<file path="config.mk">
export PLATFORM = sky130hd
export DESIGN_NAME = hpd_div
export DESIGN_NICKNAME = d
export VERILOG_FILES = /design/src/design/hpd_pkg.sv /design/src/design/hpd_div.sv
export SDC_FILE = /design/constraint.sdc
export NUM_CORES = 2
export LEC_CHECK = 0
export CORE_MARGIN = 4
export CORE_UTILIZATION = 55
export CTS_CLUSTER_DIAMETER = 100
export CTS_CLUSTER_SIZE = 14
export DETAILED_ROUTE_END_ITERATION = 16
export DONT_BUFFER_PORTS = 1
export GPL_ROUTABILITY_DRIVEN = 0
export GPL_TIMING_DRIVEN = 0
export PLACE_DENSITY = 0.83
export SYNTH_ARGS = -nofsm -noshare
export SYNTH_HDL_FRONTEND = slang
export SYNTH_SLANG_ARGS = --single-unit
export TNS_END_PERCENT = 5
</file>
<file path="constraint.sdc">
create_clock -name clk -period 5.71 [get_ports clk]
set_input_delay 0.571 -clock clk [delete_from_list [all_inputs] [get_ports clk]]
set_output_delay 0.571 -clock clk [all_outputs]
set_load 0.02 [all_outputs]
</file>
<file path="src/design/hpd_pkg.sv">
// hpd_pkg: shared constants, register codes and helpers for the hex prism
// distance evaluator. Used by hpd_hyp, hpd_div and hex_prism_distance_eval.
package hpd_pkg;

  // default fraction width of the Q format
  localparam int FRAC_BITS_DEF = 16;

  // Q0.30 geometry constants
  localparam int          K_SHIFT    = 30;
  localparam logic [29:0] K_SQRT_3_4 = 30'd929887697;
  localparam logic [29:0] K_SQRT_1_3 = 30'd619925131;
  localparam logic [29:0] K_HALF     = 30'd536870912;

  // configuration port shape
  localparam int CFG_AW = 3;
  localparam int CFG_DW = 31;

  typedef enum logic [CFG_AW-1:0] {
    REG_HEX_RADIUS      = 3'd0,
    REG_HALF_HEIGHT     = 3'd1,
    REG_SWAP_XY         = 3'd2,
    REG_SWAP_XZ         = 3'd3,
    REG_SHELL_ENABLE    = 3'd4,
    REG_SHELL_THICKNESS = 3'd5
  } cfg_reg_t;

  // magnitude of a 32-bit two's complement value, exact for the most negative
  function automatic logic [31:0] mag32(input logic [31:0] v);
    return v[31] ? (~v + 32'd1) : v;
  endfunction

endpackage

</file>
<file path="src/design/hpd_div.sv">
// hpd_div: pipelined (|de0| << FB) / (scale + 2^FB), sign restore and running min.
// Two quotient bits per stage, result held in the output register. Uses hpd_pkg.
module hpd_div
  import hpd_pkg::*;
#(
  parameter int FB = FRAC_BITS_DEF
) (
  input  logic        clk,
  input  logic        rst,
  input  logic        en,
  input  logic        in_valid,
  input  logic [31:0] de0_in,
  input  logic [31:0] prev_in,
  input  logic [30:0] scale_in,
  output logic        out_valid,
  output logic [31:0] de0_out,
  output logic [31:0] new_dist_out
);

  localparam int NS = 16;

  logic        valid_q [0:NS];
  logic [31:0] rem_q   [0:NS];
  logic [31:0] low_q   [0:NS];
  logic [31:0] quo_q   [0:NS];
  logic [31:0] den_q   [0:NS];
  logic [31:0] de0_q   [0:NS];
  logic [31:0] prev_q  [0:NS];

  logic [31:0] mag_in;

  assign mag_in = mag32(de0_in);

  // entry: upper dividend bits stay below the divisor
  always_ff @(posedge clk) begin
    if (rst) begin
      valid_q[0] <= 1'b0;
    end else if (en) begin
      valid_q[0] <= in_valid;
    end
    if (en) begin
      rem_q[0]  <= mag_in >> (32 - FB);
      low_q[0]  <= mag_in << FB;
      quo_q[0]  <= '0;
      den_q[0]  <= 32'(scale_in) + (32'd1 << FB);
      de0_q[0]  <= de0_in;
      prev_q[0] <= prev_in;
    end
  end

  for (genvar s = 0; s < NS; s++) begin : g_div
    logic [31:0] rem_n, low_n, quo_n;

    always_comb begin
      logic [32:0] sh;
      logic [31:0] r;
      logic [31:0] lo;
      logic [31:0] q;
      r  = rem_q[s];
      lo = low_q[s];
      q  = quo_q[s];
      sh = '0;
      for (int k = 0; k < 2; k++) begin
        sh = {r, lo[31]};
        lo = lo << 1;
        if (sh >= {1'b0, den_q[s]}) begin
          sh = sh - {1'b0, den_q[s]};
          q  = {q[30:0], 1'b1};
        end else begin
          q  = {q[30:0], 1'b0};
        end
        r = sh[31:0];
      end
      rem_n = r;
      low_n = lo;
      quo_n = q;
    end

    always_ff @(posedge clk) begin
      if (rst) begin
        valid_q[s+1] <= 1'b0;
      end else if (en) begin
        valid_q[s+1] <= valid_q[s];
      end
      if (en) begin
        rem_q[s+1]  <= rem_n;
        low_q[s+1]  <= low_n;
        quo_q[s+1]  <= quo_n;
        den_q[s+1]  <= den_q[s];
        de0_q[s+1]  <= de0_q[s];
        prev_q[s+1] <= prev_q[s];
      end
    end
  end

  // sign restore and running minimum
  logic signed [33:0] quo_s;
  logic signed [33:0] prev_s;
  logic [31:0]        min_n;

  always_comb begin
    quo_s  = de0_q[NS][31] ? -$signed({2'b00, quo_q[NS]}) : $signed({2'b00, quo_q[NS]});
    prev_s = 34'($signed(prev_q[NS]));
    min_n  = (prev_s < quo_s) ? prev_q[NS] : quo_s[31:0];
  end

  always_ff @(posedge clk) begin
    if (rst) begin
      out_valid <= 1'b0;
    end else if (en) begin
      out_valid <= valid_q[NS];
    end
    if (en) begin
      de0_out      <= de0_q[NS];
      new_dist_out <= min_n;
    end
  end

endmodule

</file>
# After elaboration in Yosys (flattened, before gate mapping)
# Memory sizes are Yosys's and may differ from the RTL's. A register that Yosys moved wholly into a read port is not among the register bits.
# Cells that the tools add are included.
dict set report totals {
  mem_bits_rw 3247
  n_memories 7
  regBits 64
  in_bits 99
}
# name words width read_ports rd_clocked_by_memory_dff write_ports line
set mem_list {}
lappend mem_list {de0_q 17 32 17 0 17 hpd_div.sv:27} ;# logic [31:0] de0_q [0:NS];
lappend mem_list {den_q 17 32 16 0 17 hpd_div.sv:26} ;# logic [31:0] den_q [0:NS];
lappend mem_list {prev_q 17 32 17 0 17 hpd_div.sv:28} ;# logic [31:0] prev_q [0:NS];
lappend mem_list {quo_q 17 32 17 0 17 hpd_div.sv:25} ;# logic [31:0] quo_q [0:NS];
lappend mem_list {rem_q 17 32 16 0 17 hpd_div.sv:23} ;# logic [31:0] rem_q [0:NS];
lappend mem_list {low_q 17 30 16 0 17 hpd_div.sv:24} ;# logic [31:0] low_q [0:NS];
lappend mem_list {{1 more memories} n/a n/a n/a n/a n/a n/a}
dict set report classes {
  mux 90
  bitwise_logic 18
  addsub 35
  order_cmp 33
}
# cell count
set op_table {}
lappend op_table {{$mux W32} 34}
lappend op_table {{$ge A33 B32 Y1} 32}
lappend op_table {{$sub A32 B32 Y32} 32}
lappend op_table {{$mux W1} 55}
lappend op_table {{$lt A32 B34 Y1} 1}
lappend op_table {{$mux W34} 1}
lappend op_table {{$neg A32 Y34} 1}
lappend op_table {{$add A31 B17 Y32 const B} 1}
lappend op_table {{$add A32 B1 Y32 const B} 1}
lappend op_table {{$not A32 Y32} 1}
lappend op_table {{$or A1 B1 Y1} 17}

# Depth between registers and ports, before layout
# An unclocked memory read counts as a cell.
dict set report depth {
  depth_word 5
  ltp_mapped 30
}

# Least setup slack after synthesis
# No wires, ideal clock.
dict set report synth_timing {
  path_type {register to register}
  start {memory rem_q[2][13], in the netlist rem_q[0][77]}
  end {memory rem_q[3][6], in the netlist rem_q[0][102] (data pin)}
  setup_ps 260
  period_less_slack_ps 6146
  stages_incl_launch_ff 27
  arrival_ps 5885
  slack_ps -436
  cell_sequence {edfxtp_1 -> ha_1 -> a21o_1 -> a21o_1 -> a21oi_2 -> o21ai_1 -> a311o_1 -> or3_1 -> buf_2 -> nor4_4 -> or2_1 -> buf_6 -> inv_4 -> buf_2 -> a21oi_1 -> ha_1 -> nor2b_1 -> o21ai_0 -> a21oi_1 -> o21a_1 -> o21a_1 -> a2111oi_0 -> o31ai_1 -> o31ai_1 -> o2111ai_2 -> buf_6 -> mux2_4}
}
# item line
set synth_rtl {}
lappend synth_rtl {{start, declared} hpd_div.sv:23}

==> results.toml <==
[status]
status = "finished, violations left"
violations = "setup timing"

[sta]
final_hold_viol_count = 0
slew_violations = 0
final.min_clock_period_ns = 6.51
tightestPinTransition_ns = 1.43
finalCritPeriodShare = 1.14
final-setup-viol-count = 473
worst_slack_ns = -0.797
clock-skew-final_ns = 0.0619
max_freq_ghz = 0.154
setup_tns_ns = -165.46
slew_headroom = 0.0489
rsz0062_at_grt = "yes"

[place]
dp_hpwl_um = 232000
place_area_um2 = 144000
dp_slack_ns = -2.75
numPortBuffers = 0

[synthesis]
async_flop_share = 0
synth_area_per_cell_um2 = 11.8
synth_ff_type = "edfxtp_1"
yosysWarningCount = 0
ys_seq_elements = 2514
syn_inst = 11800
synth_cell_type_count = 104
netlist_area_um2 = 140000
ys_seq_area_frac = 0.540
synthesis.nets = 13000
synth-edff-count = 2513

[setup_path]
r2r_end = "rem_q[0][289]"
required_ns = 6.33
startpoint = "rem_q[0][261]"
crit_chain = "ha_4 > buf_4 > a21o_1 > a21oi_2 > a32oi_2 > a2111o_1 > nand3_2 > a31oi_4 > inv_6 > buf_6 > nand2_1 > o21ai_0 > ha_1 > nand4_1 > a311oi_2 > o31a_1 > a221o_1 > a311o_1 > nor2b_1 > a21oi_1 > o211a_1"
crit_fanout = 12
endpoint = "rem_q[0][289]"
worst_ep_arrival_time_ns = 7.13
critPathLaunchType = "register"
crit_path_max_incr_delay_ns = 0.67
reg2regPathDepth = 21
cp-end-kind = "register"
slowest_stage = "nor2b_1"
path_class = "register to register"
r2r_setup_slack_ns = -0.80
r2r-start = "rem_q[0][261]"

[global_routing]
grt_antenna_before_repair = 21
grt_pass1_vias = 94600
gr-total-overflow = 0
grt_usage = 0.243
grt_pass1_wl_um = 510000
grt_max_degree = 306

[detailed_routing]
vias = 98000
drc_errors = 0
viasPerCell = 6.16
drtIter0Drc = 9988
wl_um = 343000
first_pass_iters = 9
ant_nets = 0
wire_per_inst_um = 21.5

[floorplan]
core_um2 = 252000
row_count = 184
dieHeight_um = 512
initial_core_util = 0.554
die_area_um2 = 262000
num_io_pins = 164
die_x_um = 512

[final_layout]
area_growth_pct = 14.6
fin_nets = 13700
finish.instance_area_um2 = 160000
final_layout_size_suffix_gt1_frac = 0.166

[job]
drv_cap = 0

[clock_tree]
clk_pin_slew_ns = 0.07
numCtsBuffers = 201
cts_tree = "built"
insertion_delay_ns = 0.92
cts_sinks = 2514
cts_buffer_depth = 3
cts_root_buf = "clkbuf_16"
h-tree-depth = 4

[min_path]
hold_path.class = "input pin to register"
through the flow:
stage               cells  utilization  hold slack [ns]
floorplan           11800            -            0.400
global placement    15200        0.571            0.400
detailed placement  15200        0.573            0.405
CTS                 15800        0.621         0.000684
global route        15900        0.635           0.0100
finish              15900        0.635           0.0404
worst max-delay path, delay by kind of cell (launching register included):
family                   cells  cell delay (ns)
AO/OA/AOI/OAI               12             3.21
AND/OR/NAND/NOR              4             1.19
adder cells (fa/ha/maj)      2             0.75
flip-flops                   1             0.57
buffers and inverters        3             0.49
timing repair:
action,CTS,global route
resized for setup,788,531
buffers inserted,262,129
hold endpoints to repair,130,0
endpoints found under the setup margin,496,527
hold buffers,104,0
pin swaps,197,201
cloned,10,8
cells by family after synthesis:
group | count (synthesis) | synth area share
AOI/OAI and AO/OA | 3181 | 0.145
and+or+nand+nor | 2561 | 0.0875
DFF | 2514 | 0.540
adders and majority gates | 1061 | 0.0963
buffers and inverters | 1045 | 0.0295
xor gates and xnor gates | 888 | 0.0557
muxes | 562 | 0.0459
Yosys cell counts (19+ instances only):
library cell	n	area share
a21oi_1	968	0.035
a221oi_1	30	0.0019
buf_2	59	0.0021
o31a_1	20	0.0013
nor3_1	157	0.0056
nor2_1	705	0.019
nor4_1	35	0.0016
and4_1	28	0.0018
a211oi_1	111	0.0060
a211o_1	26	0.0016
a41oi_1	23	0.0014
a21o_1	467	0.025
a221o_1	26	0.0019
o21bai_1	150	0.0081
xor2_1	279	0.017
o21ai_0	679	0.024
and3_1	83	0.0037
o41ai_1	26	0.0016
nand2b_1	122	0.0055
edfxtp_1	2513	0.54
o211ai_1	68	0.0037
a2111oi_0	21	0.0013
ha_1	1037	0.093
nand2_1	736	0.020
mux2_2	485	0.039
and2_1	66	0.0030
mux2_4	32	0.0034
nor2b_1	132	0.0059
o31ai_1	74	0.0040
inv_1	805	0.022
nand3_1	171	0.0061
nand4_1	140	0.0063
o21ai_1	19	0.00068
o21a_1	136	0.0073
or2_2	53	0.0024
or3_1	65	0.0029
a31o_2	22	0.0014
xnor2_1	609	0.038
o2111ai_1	20	0.0013
mux2i_1	32	0.0023
a31oi_1	115	0.0052
a21boi_0	28	0.0015
clkbuf_1	143	0.0038
fa_1	24	0.0034
worst min-delay path by stage:
stage | from | to | slack (ns) | cells after the start
floorplan | de0_q[0][512] | de0_out[0] | 0.40 | 0
global placement | de0_q[0][176] | de0_q[0][208] | 0.40 | 0
detailed placement | de0_q[0][69] | de0_q[0][101] | 0.40 | 0
CTS | de0_in[15] | rem_q[0][0] | 0.0007 | 2
global route | de0_in[4] | low_q[0][18] | 0.01 | 1
finish | de0_in[4] | low_q[0][18] | 0.04 | 1
sequential cells by signal, summed over array words and instances, names as in the netlist, 32 cells and up:
name / count
quo_q: 272
low_q: 64
den_q: 512
de0_q: 544
rem_q: 496
new_dist_out: 32
prev_q: 544
de0_out: 32
placed cells by master (no fill, tap or decap), types with 89 or more instances in the layout:
cell and n:
nand4_1 140, nand2_1 727, ha_1 886, o21ai_0 576, inv_1 757, dlygate4sd3_1 104
xor2_1 279, mux2_2 457, edfxtp_1 2513, nand3_1 158, nor2b_1 121, a21oi_1 855
clkbuf_16 210, o21a_1 135, o21bai_1 148, xnor2_1 608, a21o_1 466, nor3_1 138
a21oi_2 97, a211oi_1 89, nand2b_1 121, ha_4 110, nor2_1 673, buf_4 391
layer usage:
metal | vias to the layer above | wire (µm) | GRT usage
met2 | 4575 | 166000 | 0.416
met4 | 14 | 23900 | 0.145
met5 | - | 102 | 0
met3 | 1314 | 23900 | 0.0366
met1 | 46500 | 129000 | 0.292
li1 | 45600 | - | -
final cells by class:
type	instances	area, µm²
fillers	17800	92100
flip-flops and latches	2514	75500
multi-input cells	8253	64900
clock buffers	215	5100
repair buffers	525	4780
well taps	3348	4190
inverters	811	3110
plain buffers	210	1920
clock inverters	26	536
diodes	12	30.0
Power is not shown: default switching activity piles up to over one toggle a cycle in this logic, so the estimate is an artifact.
